$ cat src/design/iso_datetime_to_epoch_seconds_core_macros.svh
// Assertion helpers for the date-time to epoch core.
// Both sample on aclk and are disabled while aresetn is low.
`ifndef ISO_DATETIME_TO_EPOCH_SECONDS_CORE_MACROS_SVH
`define ISO_DATETIME_TO_EPOCH_SECONDS_CORE_MACROS_SVH
`ifndef SYNTHESIS
// Same-cycle implication.
`define ISOEP_ASSERT_IMP(label, ante, cons, msg) \
    label: assert property (@(posedge aclk) disable iff (!aresetn) (ante) |-> (cons)) \
        else $error(msg);
// Next-cycle implication.
`define ISOEP_ASSERT_NEXT(label, ante, cons, msg) \
    label: assert property (@(posedge aclk) disable iff (!aresetn) (ante) |=> (cons)) \
        else $error(msg);
`else
`define ISOEP_ASSERT_IMP(label, ante, cons, msg)
`define ISOEP_ASSERT_NEXT(label, ante, cons, msg)
`endif
`endif

$ cat src/design/isoepoch_pkg.sv
`timescale 1ns / 1ps

package isoepoch_pkg;

    // Field being received
    typedef enum logic [2:0] {
        FLD_YEAR   = 3'd0,
        FLD_MONTH  = 3'd1,
        FLD_DAY    = 3'd2,
        FLD_HOUR   = 3'd3,
        FLD_MINUTE = 3'd4,
        FLD_SECOND = 3'd5
    } field_t;

    // Fields of one finished string, as handed to the arithmetic stages
    typedef struct packed {
        logic [7:0] year_off;
        logic [3:0] month_idx;
        logic [4:0] day;
        logic [4:0] hour;
        logic [5:0] minute;
        logic [5:0] second;
        logic       bad;
    } date_fields_t;

    localparam logic [7:0] CHAR_ZERO  = 8'h30;
    localparam logic [7:0] CHAR_NINE  = 8'h39;
    localparam logic [7:0] CHAR_DASH  = 8'h2D;
    localparam logic [7:0] CHAR_T     = 8'h54;
    localparam logic [7:0] CHAR_COLON = 8'h3A;
    localparam logic [7:0] CHAR_NUL   = 8'h00;

    localparam logic [2:0] YEAR_DIGITS  = 3'd4;
    localparam logic [2:0] FIELD_DIGITS = 3'd2;

    localparam logic [13:0] YEAR_MIN   = 14'd1900;
    localparam logic [13:0] YEAR_MAX   = 14'd2100;
    localparam logic [13:0] MONTH_MAX  = 14'd12;
    localparam logic [13:0] DAY_MAX    = 14'd31;
    localparam logic [13:0] HOUR_MAX   = 14'd23;
    localparam logic [13:0] MINSEC_MAX = 14'd59;

    localparam logic [7:0] YEAR_CENTURY_1 = 8'd100;  // 2000
    localparam logic [7:0] YEAR_CENTURY_2 = 8'd200;  // 2100

    localparam logic [31:0] SEC_PER_DAY  = 32'd86400;
    localparam logic [16:0] SEC_PER_HOUR = 17'd3600;
    localparam logic [16:0] SEC_PER_MIN  = 17'd60;
    localparam logic [19:0] DAYS_PER_YEAR = 20'd365;
    localparam logic [8:0]  EPOCH_YEAR_OFF = 9'd70;   // 1970 - 1900
    localparam logic [8:0]  LEAP_BASE_OFF  = 9'd69;

    // Expected separator after each field
    function automatic logic [7:0] sep_char(input field_t f);
        logic [7:0] c;
        unique case (f)
            FLD_YEAR, FLD_MONTH:  c = CHAR_DASH;
            FLD_DAY:              c = CHAR_T;
            FLD_HOUR, FLD_MINUTE: c = CHAR_COLON;
            default:              c = CHAR_NUL;
        endcase
        return c;
    endfunction

    // Days before the first of each month in a common year; index wraps mod 12
    function automatic logic [8:0] days_before_month(input logic [3:0] m);
        logic [8:0] d;
        unique case (m)
            4'd0, 4'd12: d = 9'd0;
            4'd1, 4'd13: d = 9'd31;
            4'd2, 4'd14: d = 9'd59;
            4'd3, 4'd15: d = 9'd90;
            4'd4:        d = 9'd120;
            4'd5:        d = 9'd151;
            4'd6:        d = 9'd181;
            4'd7:        d = 9'd212;
            4'd8:        d = 9'd243;
            4'd9:        d = 9'd273;
            4'd10:       d = 9'd304;
            4'd11:       d = 9'd334;
            default:     d = 9'd0;
        endcase
        return d;
    endfunction

endpackage

$ cat src/design/iso_datetime_to_epoch_seconds_core.sv
`timescale 1ns / 1ps
// ISO date-time string to Unix seconds.
// Input channel (s_valid/s_ready): one ASCII character of a string
// yyyy-mm-ddThh:mm[:ss] per item; s_is_last marks the final character.
// Result channel (m_valid/m_ready): one item per string, produced by the
// last character: seconds since 1970-01-01 modulo 2^32 and a bad_format flag
// (epoch is 0 when the flag is set). Other characters give no result.
// Throughput: one character per cycle while s_ready is high. Parsing happens in the accept cycle,
// so characters never wait on each other.
// Path: a last character is registered in the field stage, then in the calendar
// stage, then in the days * 86400 multiply stage that drives m_*.
// Backpressure: three elastic stages (fields, days/hms, output register).
// s_ready drops only when the field stage is full and cannot drain, i.e.
// after the receiver has stalled long enough to fill all three stages.
// Reset (aresetn low, synchronous): parse state cleared, all stages emptied.
`include "iso_datetime_to_epoch_seconds_core_macros.svh"

module iso_datetime_to_epoch_seconds_core (
    input  logic        aclk,
    input  logic        aresetn,
    input  logic        s_valid,
    output logic        s_ready,
    input  logic [7:0]  s_char_code,
    input  logic        s_is_last,
    output logic        m_valid,
    input  logic        m_ready,
    output logic [31:0] m_epoch_seconds,
    output logic        m_bad_format
);

    // ------------------------------------------------------------------
    // Parse state
    // ------------------------------------------------------------------
    isoepoch_pkg::field_t field_number_reg, field_number_next;
    logic [13:0] field_accumulator_reg, field_accumulator_next;
    logic [2:0]  digit_count_reg, digit_count_next;
    logic [7:0]  year_offset_reg, year_offset_next;
    logic [3:0]  month_index_reg, month_index_next;
    logic [4:0]  day_of_month_reg, day_of_month_next;
    logic [4:0]  hour_value_reg, hour_value_next;
    logic [5:0]  minute_value_reg, minute_value_next;
    logic        error_seen_reg, error_seen_next;

    // Pipeline control
    logic s1_valid_reg, s2_valid_reg, m_valid_reg;
    logic out_free, s2_free, s1_free, s2_adv, s1_adv, in_acc;

    assign out_free = !m_valid_reg || m_ready;
    assign s2_adv   = s2_valid_reg && out_free;
    assign s2_free  = !s2_valid_reg || out_free;
    assign s1_adv   = s1_valid_reg && s2_free;
    assign s1_free  = !s1_valid_reg || s2_free;
    assign s_ready  = s1_free;
    assign in_acc   = s_valid && s_ready;

    // ------------------------------------------------------------------
    // Character decode and field close (accept cycle)
    // ------------------------------------------------------------------
    logic        is_digit, digit_room, sep_hit, stray, overflow;
    logic [3:0]  digit_val;
    logic [2:0]  digit_limit;
    logic [13:0] acc_d;
    logic [2:0]  cnt_d;
    logic        close_en, close_err, end_err;
    logic [7:0]  year_upd;
    logic [3:0]  month_upd;
    logic [4:0]  day_upd, hour_upd;
    logic [5:0]  minute_upd, second_upd;
    logic        err_upd;

    always_comb begin
        is_digit    = (s_char_code >= isoepoch_pkg::CHAR_ZERO) &&
                      (s_char_code <= isoepoch_pkg::CHAR_NINE);
        digit_val   = 4'(s_char_code - isoepoch_pkg::CHAR_ZERO);
        digit_limit = (field_number_reg == isoepoch_pkg::FLD_YEAR) ?
                      isoepoch_pkg::YEAR_DIGITS : isoepoch_pkg::FIELD_DIGITS;
        digit_room  = digit_count_reg < digit_limit;
        sep_hit     = !is_digit && (field_number_reg < isoepoch_pkg::FLD_SECOND) &&
                      (s_char_code == isoepoch_pkg::sep_char(field_number_reg));
        stray       = !is_digit && !sep_hit;
        overflow    = is_digit && !digit_room;

        if (is_digit && digit_room) begin
            acc_d = 14'({field_accumulator_reg, 3'b000}) +
                    14'({field_accumulator_reg, 1'b0}) + 14'(digit_val);
            cnt_d = digit_count_reg + 3'd1;
        end else begin
            acc_d = field_accumulator_reg;
            cnt_d = digit_count_reg;
        end

        // A field closes on its separator, or on the last character while in
        // the minute or second field. A last separator always ends in error:
        // it leaves an empty field open, or ends the string too early.
        close_en = sep_hit || (s_is_last &&
                   ((field_number_reg == isoepoch_pkg::FLD_MINUTE) ||
                    (field_number_reg == isoepoch_pkg::FLD_SECOND)));
        end_err  = s_is_last && (sep_hit ||
                   !((field_number_reg == isoepoch_pkg::FLD_MINUTE) ||
                     (field_number_reg == isoepoch_pkg::FLD_SECOND)));

        year_upd   = year_offset_reg;
        month_upd  = month_index_reg;
        day_upd    = day_of_month_reg;
        hour_upd   = hour_value_reg;
        minute_upd = minute_value_reg;
        second_upd = 6'd0;
        close_err  = 1'b0;

        if (close_en) begin
            if (cnt_d == 3'd0) begin
                close_err = 1'b1;
            end else begin
                unique case (field_number_reg)
                    isoepoch_pkg::FLD_YEAR: begin
                        if (acc_d < isoepoch_pkg::YEAR_MIN || acc_d > isoepoch_pkg::YEAR_MAX)
                            close_err = 1'b1;
                        else
                            year_upd = 8'(acc_d - isoepoch_pkg::YEAR_MIN);
                    end
                    isoepoch_pkg::FLD_MONTH: begin
                        if (acc_d == 14'd0 || acc_d > isoepoch_pkg::MONTH_MAX)
                            close_err = 1'b1;
                        else
                            month_upd = 4'(acc_d - 14'd1);
                    end
                    isoepoch_pkg::FLD_DAY: begin
                        if (acc_d == 14'd0 || acc_d > isoepoch_pkg::DAY_MAX)
                            close_err = 1'b1;
                        else
                            day_upd = 5'(acc_d);
                    end
                    isoepoch_pkg::FLD_HOUR: begin
                        if (acc_d > isoepoch_pkg::HOUR_MAX)
                            close_err = 1'b1;
                        else
                            hour_upd = 5'(acc_d);
                    end
                    isoepoch_pkg::FLD_MINUTE: begin
                        if (acc_d > isoepoch_pkg::MINSEC_MAX)
                            close_err = 1'b1;
                        else
                            minute_upd = 6'(acc_d);
                    end
                    isoepoch_pkg::FLD_SECOND: begin
                        if (acc_d > isoepoch_pkg::MINSEC_MAX)
                            close_err = 1'b1;
                        else
                            second_upd = 6'(acc_d);
                    end
                    default: close_err = 1'b1;
                endcase
            end
        end

        err_upd = error_seen_reg || stray || overflow || close_err || end_err;
    end

    // Next parse state: cleared after every last character
    always_comb begin
        field_number_next      = field_number_reg;
        field_accumulator_next = field_accumulator_reg;
        digit_count_next       = digit_count_reg;
        year_offset_next       = year_offset_reg;
        month_index_next       = month_index_reg;
        day_of_month_next      = day_of_month_reg;
        hour_value_next        = hour_value_reg;
        minute_value_next      = minute_value_reg;
        error_seen_next        = error_seen_reg;
        if (in_acc) begin
            if (s_is_last) begin
                field_number_next      = isoepoch_pkg::FLD_YEAR;
                field_accumulator_next = '0;
                digit_count_next       = '0;
                year_offset_next       = '0;
                month_index_next       = '0;
                day_of_month_next      = '0;
                hour_value_next        = '0;
                minute_value_next      = '0;
                error_seen_next        = 1'b0;
            end else begin
                field_number_next      = sep_hit ?
                    isoepoch_pkg::field_t'(3'(field_number_reg + 3'd1)) : field_number_reg;
                field_accumulator_next = sep_hit ? 14'd0 : acc_d;
                digit_count_next       = sep_hit ? 3'd0 : cnt_d;
                year_offset_next       = year_upd;
                month_index_next       = month_upd;
                day_of_month_next      = day_upd;
                hour_value_next        = hour_upd;
                minute_value_next      = minute_upd;
                error_seen_next        = err_upd;
            end
        end
    end

    always_ff @(posedge aclk) begin
        if (!aresetn) begin
            field_number_reg      <= isoepoch_pkg::FLD_YEAR;
            field_accumulator_reg <= '0;
            digit_count_reg       <= '0;
            year_offset_reg       <= '0;
            month_index_reg       <= '0;
            day_of_month_reg      <= '0;
            hour_value_reg        <= '0;
            minute_value_reg      <= '0;
            error_seen_reg        <= 1'b0;
        end else begin
            field_number_reg      <= field_number_next;
            field_accumulator_reg <= field_accumulator_next;
            digit_count_reg       <= digit_count_next;
            year_offset_reg       <= year_offset_next;
            month_index_reg       <= month_index_next;
            day_of_month_reg      <= day_of_month_next;
            hour_value_reg        <= hour_value_next;
            minute_value_reg      <= minute_value_next;
            error_seen_reg        <= error_seen_next;
        end
    end

    // ------------------------------------------------------------------
    // Stage 1: finished fields of one string
    // ------------------------------------------------------------------
    isoepoch_pkg::date_fields_t s1_reg, s1_next;
    logic s1_valid_next;

    always_comb begin
        s1_next.year_off  = year_upd;
        s1_next.month_idx = month_upd;
        s1_next.day       = day_upd;
        s1_next.hour      = hour_upd;
        s1_next.minute    = minute_upd;
        s1_next.second    = second_upd;
        s1_next.bad       = err_upd;
        s1_valid_next     = (in_acc && s_is_last) || (s1_valid_reg && !s1_adv);
    end

    always_ff @(posedge aclk) begin
        if (!aresetn) begin
            s1_valid_reg <= 1'b0;
        end else begin
            s1_valid_reg <= s1_valid_next;
        end
    end

    always_ff @(posedge aclk) begin
        if (in_acc && s_is_last) begin
            s1_reg <= s1_next;
        end
    end

    // ------------------------------------------------------------------
    // Stage 2: day count since 1970 and seconds within the day
    // ------------------------------------------------------------------
    logic        leap;
    logic [8:0]  yday;
    logic signed [8:0] ym70, ym69, q4;
    logic [19:0] year_days, cent_sub, cent_add;
    logic [19:0] days_reg, days_next;
    logic [16:0] hms_reg, hms_next;
    logic        s2_bad_reg;
    logic        s2_valid_next;

    always_comb begin
        // Gregorian leap year for 1900 + year_off (1900 and 2100 are not)
        leap = (s1_reg.year_off[1:0] == 2'b00) &&
               (s1_reg.year_off != 8'd0) &&
               (s1_reg.year_off != isoepoch_pkg::YEAR_CENTURY_2);
        yday = isoepoch_pkg::days_before_month(s1_reg.month_idx) +
               9'(leap && (s1_reg.month_idx >= 4'd2)) +
               9'(s1_reg.day) - 9'd1;

        ym70 = signed'({1'b0, s1_reg.year_off}) - signed'(isoepoch_pkg::EPOCH_YEAR_OFF);
        ym69 = signed'({1'b0, s1_reg.year_off}) - signed'(isoepoch_pkg::LEAP_BASE_OFF);
        q4   = ym69 >>> 2;                      // floor((y - 69) / 4)

        // floor((y - 1) / 100) and floor((y + 299) / 400) over the byte range
        if (s1_reg.year_off == 8'd0)
            cent_sub = 20'hFFFFF;
        else if (s1_reg.year_off <= isoepoch_pkg::YEAR_CENTURY_1)
            cent_sub = 20'd0;
        else if (s1_reg.year_off <= isoepoch_pkg::YEAR_CENTURY_2)
            cent_sub = 20'd1;
        else
            cent_sub = 20'd2;
        cent_add = 20'(s1_reg.year_off > isoepoch_pkg::YEAR_CENTURY_1);

        year_days = {{11{ym70[8]}}, ym70} * isoepoch_pkg::DAYS_PER_YEAR;
        days_next = 20'(yday) + year_days + {{11{q4[8]}}, q4} - cent_sub + cent_add;
        hms_next  = 17'(s1_reg.hour) * isoepoch_pkg::SEC_PER_HOUR +
                    17'(s1_reg.minute) * isoepoch_pkg::SEC_PER_MIN +
                    17'(s1_reg.second);
        s2_valid_next = s1_adv || (s2_valid_reg && !s2_adv);
    end

    always_ff @(posedge aclk) begin
        if (!aresetn) begin
            s2_valid_reg <= 1'b0;
        end else begin
            s2_valid_reg <= s2_valid_next;
        end
    end

    always_ff @(posedge aclk) begin
        if (s1_adv) begin
            days_reg   <= days_next;
            hms_reg    <= hms_next;
            s2_bad_reg <= s1_reg.bad;
        end
    end

    // ------------------------------------------------------------------
    // Output register: days * 86400 + seconds of day, modulo 2^32
    // ------------------------------------------------------------------
    logic [31:0] epoch_reg, epoch_next;
    logic        bad_reg;
    logic        m_valid_next;

    always_comb begin
        epoch_next   = {{12{days_reg[19]}}, days_reg} * isoepoch_pkg::SEC_PER_DAY +
                       32'(hms_reg);
        m_valid_next = s2_adv || (m_valid_reg && !m_ready);
    end

    always_ff @(posedge aclk) begin
        if (!aresetn) begin
            m_valid_reg <= 1'b0;
        end else begin
            m_valid_reg <= m_valid_next;
        end
    end

    always_ff @(posedge aclk) begin
        if (s2_adv) begin
            epoch_reg <= s2_bad_reg ? 32'd0 : epoch_next;
            bad_reg   <= s2_bad_reg;
        end
    end

    assign m_valid         = m_valid_reg;
    assign m_epoch_seconds = epoch_reg;
    assign m_bad_format    = bad_reg;

    // ------------------------------------------------------------------
    // Assertions
    // ------------------------------------------------------------------
    `ISOEP_ASSERT_NEXT(a_last_loads_s1, in_acc && s_is_last, s1_valid_reg,
        "last item did not reach the field stage")
    `ISOEP_ASSERT_NEXT(a_last_clears_state, in_acc && s_is_last,
        field_number_reg == isoepoch_pkg::FLD_YEAR && digit_count_reg == 3'd0 &&
        !error_seen_reg, "parse state not cleared after last item")
    `ISOEP_ASSERT_IMP(a_digit_limit,
        field_number_reg != isoepoch_pkg::FLD_YEAR, digit_count_reg <= 3'd2,
        "too many digits held in a short field")
    `ISOEP_ASSERT_IMP(a_bad_is_zero, m_valid && m_bad_format, m_epoch_seconds == 32'd0,
        "bad result carries nonzero seconds")

endmodule
$ cat config.mk
export PLATFORM = sky130hd
export DESIGN_NAME = iso_datetime_to_epoch_seconds_core
export DESIGN_NICKNAME = d
export VERILOG_FILES = /design/src/design/isoepoch_pkg.sv /design/src/design/iso_datetime_to_epoch_seconds_core.sv
export VERILOG_INCLUDE_DIRS = /design/src /design/src/design
export SDC_FILE = /design/constraint.sdc
export NUM_CORES = 1
export LEC_CHECK = 0
export ABC_AREA = 0
export CORE_MARGIN = 2
export CORE_UTILIZATION = 30
export CTS_CLUSTER_DIAMETER = 150
export DETAILED_ROUTE_END_ITERATION = 8
export DONT_BUFFER_PORTS = 1
export GPL_ROUTABILITY_DRIVEN = 0
export PLACE_DENSITY = 0.55
export SYNTH_ARGS = -nofsm -noshare
export SYNTH_HDL_FRONTEND = slang
export SYNTH_SLANG_ARGS = --single-unit
$ cat constraint.sdc
create_clock -name aclk -period 18.7 [get_ports aclk]
set_input_delay 1.87 -clock aclk [delete_from_list [all_inputs] [get_ports aclk]]
set_output_delay 1.87 -clock aclk [all_outputs]
set_load 0.005 [all_outputs]
==> results of run 1 <==
[Yosys cell counts, types with 4 or more instances]
| cell | count | share of area |
|---|---|---|
| o31ai_1 | 9 | 0.0039 |
| a21boi_1 | 12 | 0.0052 |
| a21o_1 | 30 | 0.013 |
| xnor2_1 | 71 | 0.036 |
| or3_1 | 23 | 0.0083 |
| dfxtp_1 | 61 | 0.070 |
| o21bai_1 | 21 | 0.0091 |
| xor2_1 | 34 | 0.017 |
| nand4_1 | 11 | 0.0040 |
| fa_1 | 128 | 0.15 |
| edfxtp_1 | 106 | 0.18 |
| o21ai_0 | 82 | 0.024 |
| nor4_1 | 8 | 0.0029 |
| o31a_1 | 9 | 0.0045 |
| inv_1 | 364 | 0.079 |
| mux2_2 | 10 | 0.0065 |
| or2_2 | 8 | 0.0029 |
| nor2_1 | 72 | 0.016 |
| a211oi_1 | 7 | 0.0030 |
| nand3b_1 | 6 | 0.0026 |
| a21boi_0 | 21 | 0.0091 |
| nand2b_1 | 10 | 0.0036 |
| nand2_1 | 89 | 0.019 |
| ha_1 | 254 | 0.18 |
| nor3_1 | 41 | 0.012 |
| o21ai_1 | 5 | 0.0014 |
| nand3_1 | 25 | 0.0072 |
| mux2i_1 | 13 | 0.0075 |
| o21a_1 | 14 | 0.0060 |
| a22oi_1 | 9 | 0.0039 |
| o211ai_1 | 8 | 0.0035 |
| a31oi_1 | 6 | 0.0022 |
| and2_1 | 11 | 0.0040 |
| and3_1 | 8 | 0.0029 |
| nor3b_1 | 4 | 0.0017 |
| nor2b_1 | 44 | 0.016 |
| clkbuf_1 | 29 | 0.0063 |
| a21oi_1 | 81 | 0.023 |
[final timing paths]
check,from,end,slack [ns],depth (start not counted)
worst min register to register,s1_reg[1],hms_reg[0],0.43,0
worst min-delay path,s1_reg[1],hms_reg[0],0.43,0
worst max register to register,s1_reg[30],days_reg[16],10.63,31
worst max-delay path,s1_reg[30],days_reg[16],10.63,31
[logic make-up after synthesis]
logic type	synth area share
muxes	0.0153
xor gates and xnor gates	0.0545
and+or+nand+nor	0.119
buffers and inverters	0.0884
AOI/OAI and AO/OA	0.139
DFF	0.253
adders and majority gates	0.330
[cells in the final DEF (no fill, tap or decap), types with 12 or more instances in the layout]
cell       count
fa_1         128
nand2_1       89
a21boi_1      12
o21bai_1      21
o21ai_0       82
edfxtp_1     106
clkbuf_16     17
nor3_1        41
mux2i_1       13
inv_1        364
or3_1         23
a21boi_0      20
ha_1         254
a21oi_1       81
nor2b_1       43
o21a_1        14
xor2_1        34
nor2_1        72
nand3_1       25
dfxtp_1       61
xnor2_1       71
a21o_1        30
[through the flow]
step | instances | hold slack [ns]
after floorplan | 1832 | 0.400
after global placement | 2567 | 0.418
after detailed placement | 2567 | 0.422
after CTS | 2599 | 0.440
after global routing | 2599 | 0.453
final | 2599 | 0.433
[area by class of cell]
type	count	area [um^2]	share of cell area
multi-input cells	1262	11500	0.609
flip-flops and latches	167	4400	0.234
inverters	366	1370	0.0730
well taps	765	957	0.0509
clock buffers	17	425	0.0226
clock inverters	15	154	0.00818
repair buffers	7	52.6	0.00279
[per-layer routing]
metal | vias to the layer above | global-route usage | part of all wire
met5 | - | 0 | 0
met4 | 0 | 0.0280 | 0.012
met3 | 28 | 0.0211 | 0.029
met2 | 172 | 0.221 | 0.47
met1 | 5785 | 0.165 | 0.48
li1 | 6176 | - | -
[worst register-to-register path, delay by kind of cell, from the launching register on]
family          cells  cell delay (ns)
fa+ha+maj           9             3.53
compound gates     11             1.98
simple gates        6             1.42
flops               1             0.52
buf+inv             4             0.18
xor+xnor            1             0.16
==> tab_implementation.tex, run 1 <==
\begin{tabular}{lr}
\hline
Metric & Value \\
\hline
\multicolumn{2}{l}{\textbf{Die}} \\
\quad Number of placed I/O pins & 48 \\
\quad Vertical die dimension & between 200 and 250 um \\
\quad Starting Density & 0.302 \\
\quad Site Rows & 88 \\
\quad Area of the die & 0.0599 mm\^{}2 \\
\quad Core outline area & 0.0575 mm\^{}2 \\
\quad Die Wd & around 240 um \\
\multicolumn{2}{l}{\textbf{Final layout}} \\
\quad Number of flip-flops under the largest register name & 35 \\
\quad Ant. Diodes & 0 \\
\quad Util after Layout & 0.327 \\
\quad Syn-to-layout area delta & 8.32\% \\
\quad Filler instances & 5938 \\
\quad Layout cell share with drive strength beyond 1 & 0.0453 \\
\quad Layout net count & approximately 2.2k \\
\quad Total non-filler cell area in the finished layout & 0.0188 mm\^{}2 \\
\multicolumn{2}{l}{\textbf{Synthesis}} \\
\quad EDFF count, synth & about 110 \\
\quad Synthesis-stage register bit count & 167 \\
\quad Post-synth net total & 2227 \\
\quad Sequential area share after synthesis & 0.253 \\
\quad Count of mapped cells out of synthesis & 1832 \\
\quad Share of synthesized registers carrying an async set or reset & 0 \\
\quad Synth Cell Area & 0.0174 mm\^{}2 \\
\quad Most frequently used flop master after synthesis & edfxtp\_1 \\
\quad Synthesis Warnings & 0 \\
\quad Avg Inst Size Synth & 9.49 um\^{}2 \\
\quad Post-synth cell types & 95 \\
\multicolumn{2}{l}{\textbf{Place}} \\
\quad Post-detailed-placement cell area & between 0.015 and 0.02 mm\^{}2 \\
\quad DP Worst Slack & between 10 and 15 ns \\
\quad Detailed Place HPWL & 30000 um \\
\quad Port-buffer cells & 0 \\
\multicolumn{2}{l}{\textbf{Timing}} \\
\quad Worst Max-Slew Pin Slew & 0.943 ns \\
\quad Crit path setup slack, layout & 10.63 ns \\
\quad Largest clock skew in the final design & 0.0128 ns \\
\quad Highest Clock Rate & 124 MHz \\
\quad Accumulated negative setup slack & 0 ns \\
\quad Final number of max-transition violations & 0 \\
\quad Final period util & 0.432 \\
\quad Number of hold violations in the final report & 0 \\
\quad Max-Slew Margin vs Limit & 0.370 \\
\quad Setup violations, final & 0 \\
\quad Clock period minus final worst setup slack & 8.07 ns \\
\quad Setup repair after global routing missed its margin & false \\
\multicolumn{2}{l}{\textbf{Critical path}} \\
\quad Setup crit end kind & flip-flop \\
\quad Largest incremental delay on the critical path & 0.54 ns \\
\quad Class of the most critical setup path & flip-flop to flip-flop \\
\quad Required time of the critical path & 18.87 ns \\
\quad Family with the most delay on the worst path & adder cells \\
\quad Arrival time at the worst endpoint & 8.24 ns \\
\quad Worst setup SP type & flip-flop \\
\quad CP dominant cell by count & fa\_1 \\
\quad Largest driver fanout on the critical path & 10 \\
\quad Worst path bufs/invs & 4 \\
\quad CP max stage cell & fa\_1 \\
\multicolumn{2}{l}{\textbf{Run}} \\
\quad MaxCap Viol Count & 0 \\
\multicolumn{2}{l}{\textbf{Global routing}} \\
\quad Largest net degree at the start of global routing & 54 \\
\quad Antenna violations before repair & 0 \\
\quad First-pass GRT wire length & 61900 um \\
\quad Via count of the first global-routing pass & 12.3k \\
\quad Remaining global-route overflow & 0 \\
\quad Total GRT Usage & 0.127 \\
\multicolumn{2}{l}{\textbf{Clock tree}} \\
\quad CTS root buffer & clkbuf\_16 \\
\quad Clock insertion delay at the later pin of the skew report & $\sim$0.47 ns \\
\quad CTS tree & yes \\
\quad Level count of the clock H-tree & 4 \\
\quad Number of buffers between clock root and the deepest sink & 2 \\
\quad Number of clock sinks seen by CTS & 167 \\
\quad Clock edge transition at the registers on the reported setup and hold paths & 0.07 ns \\
\quad Post-CTS resize count & 0 \\
\quad Total CTS buffers & 17 \\
\quad Post-CTS setup repair buffer count & 0 \\
\quad Hold buffers post-CTS & 0 \\
\multicolumn{2}{l}{\textbf{Routing}} \\
\quad Count of antenna-violating nets left after detailed routing & 0 \\
\quad Detail-routed net length per standard cell & 14.1 um \\
\quad Residual DRC count & 0 \\
\quad Via/cell ratio & 4.68 \\
\quad Via count & 12.2k \\
\quad Detailed Route Iter0 Violations & around 520 \\
\quad Number of detailed-routing iterations run before antenna repair & 5 \\
\quad Routed Wire Length & 36600 um \\
\multicolumn{2}{l}{\textbf{Min path}} \\
\quad Hold WC Path Type & flip-flop to flip-flop \\
\multicolumn{2}{l}{\textbf{Outcome}} \\
\quad Status & finished clean \\
\hline
\end{tabular}
Power of run 1 is left out: the tool's default activity adds up to more than one toggle a clock period on the data nets, which glitch-free logic cannot reach.
==> run 2: changes to the inputs <==
==> constraint.sdc (replaced) <==
create_clock -name aclk -period 7.95 [get_ports aclk]
set_input_delay 0.795 -clock aclk [delete_from_list [all_inputs] [get_ports aclk]]
set_output_delay 0.795 -clock aclk [all_outputs]
set_load 0.005 [all_outputs]
==> tab_implementation.tex, run 2 (synthesis results as in run 1) <==
\begin{tabular}{lr}
\hline
Metric & Value \\
\hline
\multicolumn{2}{l}{\textbf{Timing}} \\
\quad Crit path setup slack, layout & 0.418 ns (-10.21 ns) \\
\quad Worst Max-Slew Pin Slew & 0.958 ns (+0.0147 ns) \\
\quad Final number of max-transition violations & 0 (unchanged) \\
\quad Final period util & 0.947 (+0.516) \\
\quad Max-Slew Margin vs Limit & 0.359 (-0.0108) \\
\quad Setup violations, final & 0 (unchanged) \\
\quad Clock period minus final worst setup slack & 7.53 ns (-0.538 ns) \\
\quad Worst hold slack after final layout & 0.427 ns (-0.00536 ns) \\
\quad Number of hold violations in the final report & 0 (unchanged) \\
\quad Highest Clock Rate & 133 MHz (+7.1\%) \\
\quad Largest clock skew in the final design & 0.0213 ns (+0.00855 ns) \\
\multicolumn{2}{l}{\textbf{Critical path}} \\
\quad Reg-to-reg slack, setup & 0.42 ns (-10.21 ns) \\
\quad Setup crit end kind & flip-flop \\
\quad Arrival time at the worst endpoint & 7.71 ns (-0.53 ns) \\
\quad CP max stage cell & fa\_1 \\
\quad Largest driver fanout on the critical path & 5 (-5) \\
\quad Required time of the critical path & 8.13 ns (-10.74 ns) \\
\quad Largest incremental delay on the critical path & 0.55 ns (about the same) \\
\quad Worst setup SP type & flip-flop \\
\quad CP dominant cell by count & fa\_1 \\
\quad Class of the most critical setup path & flip-flop to flip-flop \\
\multicolumn{2}{l}{\textbf{Routing}} \\
\quad Detail-routed net length per standard cell & 14.2 um (+0.48\%) \\
\quad Routed Wire Length & 37000 um (+0.94\%) \\
\quad Residual DRC count & 0 (unchanged) \\
\quad Count of antenna-violating nets left after detailed routing & 0 (unchanged) \\
\quad Via count & 12.2k (+0.64\%) \\
\quad Detailed Route Iter0 Violations & 574 (+9.5\%) \\
\quad Via/cell ratio & 4.69 (+0.18\%) \\
\quad Number of detailed-routing iterations run before antenna repair & 6 (+1) \\
\multicolumn{2}{l}{\textbf{Place}} \\
\quad Detailed Place HPWL & 30200 um (+0.38\%) \\
\quad Cell count after placement & 2570 (+0.12\%) \\
\quad DP Worst Slack & 0.245 ns (-10.46 ns) \\
\quad Port-buffer cells & 0 (unchanged) \\
\multicolumn{2}{l}{\textbf{Outcome}} \\
\quad Status & finished clean \\
\multicolumn{2}{l}{\textbf{Clock tree}} \\
\quad Clock insertion delay at the later pin of the skew report & 0.47 ns (about the same) \\
\quad CTS root buffer & clkbuf\_16 \\
\quad Level count of the clock H-tree & 4 (unchanged) \\
\quad Number of clock sinks seen by CTS & 167 (unchanged) \\
\quad Number of buffers between clock root and the deepest sink & 2 (unchanged) \\
\quad Total CTS buffers & 17 (unchanged) \\
\quad Clock edge transition at the registers on the reported setup and hold paths & 0.08 ns (about the same) \\
\quad CTS tree & yes \\
\multicolumn{2}{l}{\textbf{Run}} \\
\quad MaxCap Viol Count & 0 (unchanged) \\
\multicolumn{2}{l}{\textbf{Die}} \\
\quad Site Rows & 88 (unchanged) \\
\quad Die Wd & 245 um (unchanged) \\
\quad Core outline area & 0.0575 mm\^{}2 (unchanged) \\
\quad Vertical die dimension & 245 um (unchanged) \\
\quad Starting Density & 0.302 (unchanged) \\
\quad Number of placed I/O pins & 48 (unchanged) \\
\quad Area of the die & 0.0599 mm\^{}2 (unchanged) \\
\multicolumn{2}{l}{\textbf{Min path}} \\
\quad Hold WC Path Type & flip-flop to flip-flop \\
\multicolumn{2}{l}{\textbf{Global routing}} \\
\quad Total GRT Usage & 0.128 (+0.00125) \\
\quad Antenna violations before repair & 0 (unchanged) \\
\quad Largest net degree at the start of global routing & 54 (unchanged) \\
\quad Via count of the first global-routing pass & 12.4k (+0.61\%) \\
\quad Remaining global-route overflow & 0 (unchanged) \\
\quad First-pass GRT wire length & 62300 um (+0.75\%) \\
\multicolumn{2}{l}{\textbf{Final layout}} \\
\quad Layout net count & 2228 (+0.54\%) \\
\quad Ant. Diodes & 0 (unchanged) \\
\quad Number of flip-flops under the largest register name & 35 (unchanged) \\
\quad Final instance count without filler cells & 2611 (+0.46\%) \\
\quad Syn-to-layout area delta & 9.01\% \\
\quad Layout cell share with drive strength beyond 1 & 0.0520 (+0.00675) \\
\quad Commonest non-fill, non-tap cells in the layout & inv\_1 (364), ha\_1 (254), fa\_1 (128) \\
\quad Leading cell type in the layout, fill and taps excluded & inv\_1 \\
\hline
\end{tabular}
run 2: metrics by stage:
| step | utilization | cell area [um^2] | setup TNS (ns) |
|---|---|---|---|
| 2_1_floorplan | - | 17400 | 0 |
| 3_3_place_gp | 0.318 | 18300 | 0 |
| 3_5_place_dp | 0.318 | 18300 | 0 |
| 4_1_cts | 0.328 | 18900 | 0 |
| 5_1_grt | 0.330 | 18900 | -0.0537 |
| 6_report | 0.330 | 18900 | 0 |
run 2: repair_timing:
item,4_1_cts,5_1_grt
resized for setup,0,2
endpoints found under the setup margin,0,6
hold buffers,0,0
buffers inserted,0,9
run 2: critical path: cells and delay by family, from the launching register on:
| family | cells | cell delay, ns |
|---|---|---|
| adder cells (fa/ha/maj) | 9 | 3.53 |
| flip-flops | 1 | 0.48 |
| XOR/XNOR | 1 | 0.16 |
| AND/OR/NAND/NOR | 6 | 1.02 |
| AO/OA/AOI/OAI | 11 | 1.88 |
| buffers and inverters | 4 | 0.18 |
run 2: path summary, 6_finish.rpt:
path | from | cells past startpoint | endpoint
worst min register to register | s1_reg[1] | 0 | hms_reg[0]
worst max-delay path | s1_reg[31] | 31 | days_reg[16]
worst max register to register | s1_reg[31] | 31 | days_reg[16]
worst min-delay path | s1_reg[1] | 0 | hms_reg[0]
run 2: area by class of cell:
class,count,area [um^2]
fillers,5898,38500
multi-input cells,1262,11500
clock inverters,15,180
repair buffers,19,143
well taps,765,957
flip-flops and latches,167,4400
clock buffers,17,425
inverters,366,1370
run 2: per-layer routing:
layer | part of all wire | vias up | track usage
li1 | - | 6183 | -
met1 | 0.48 | 5827 | 0.164
met2 | 0.48 | 199 | 0.223
met3 | 0.029 | 30 | 0.0218
met4 | 0.017 | 0 | 0.0334
met5 | 0 | - | 0
Power of run 2 is left out for the same reason.
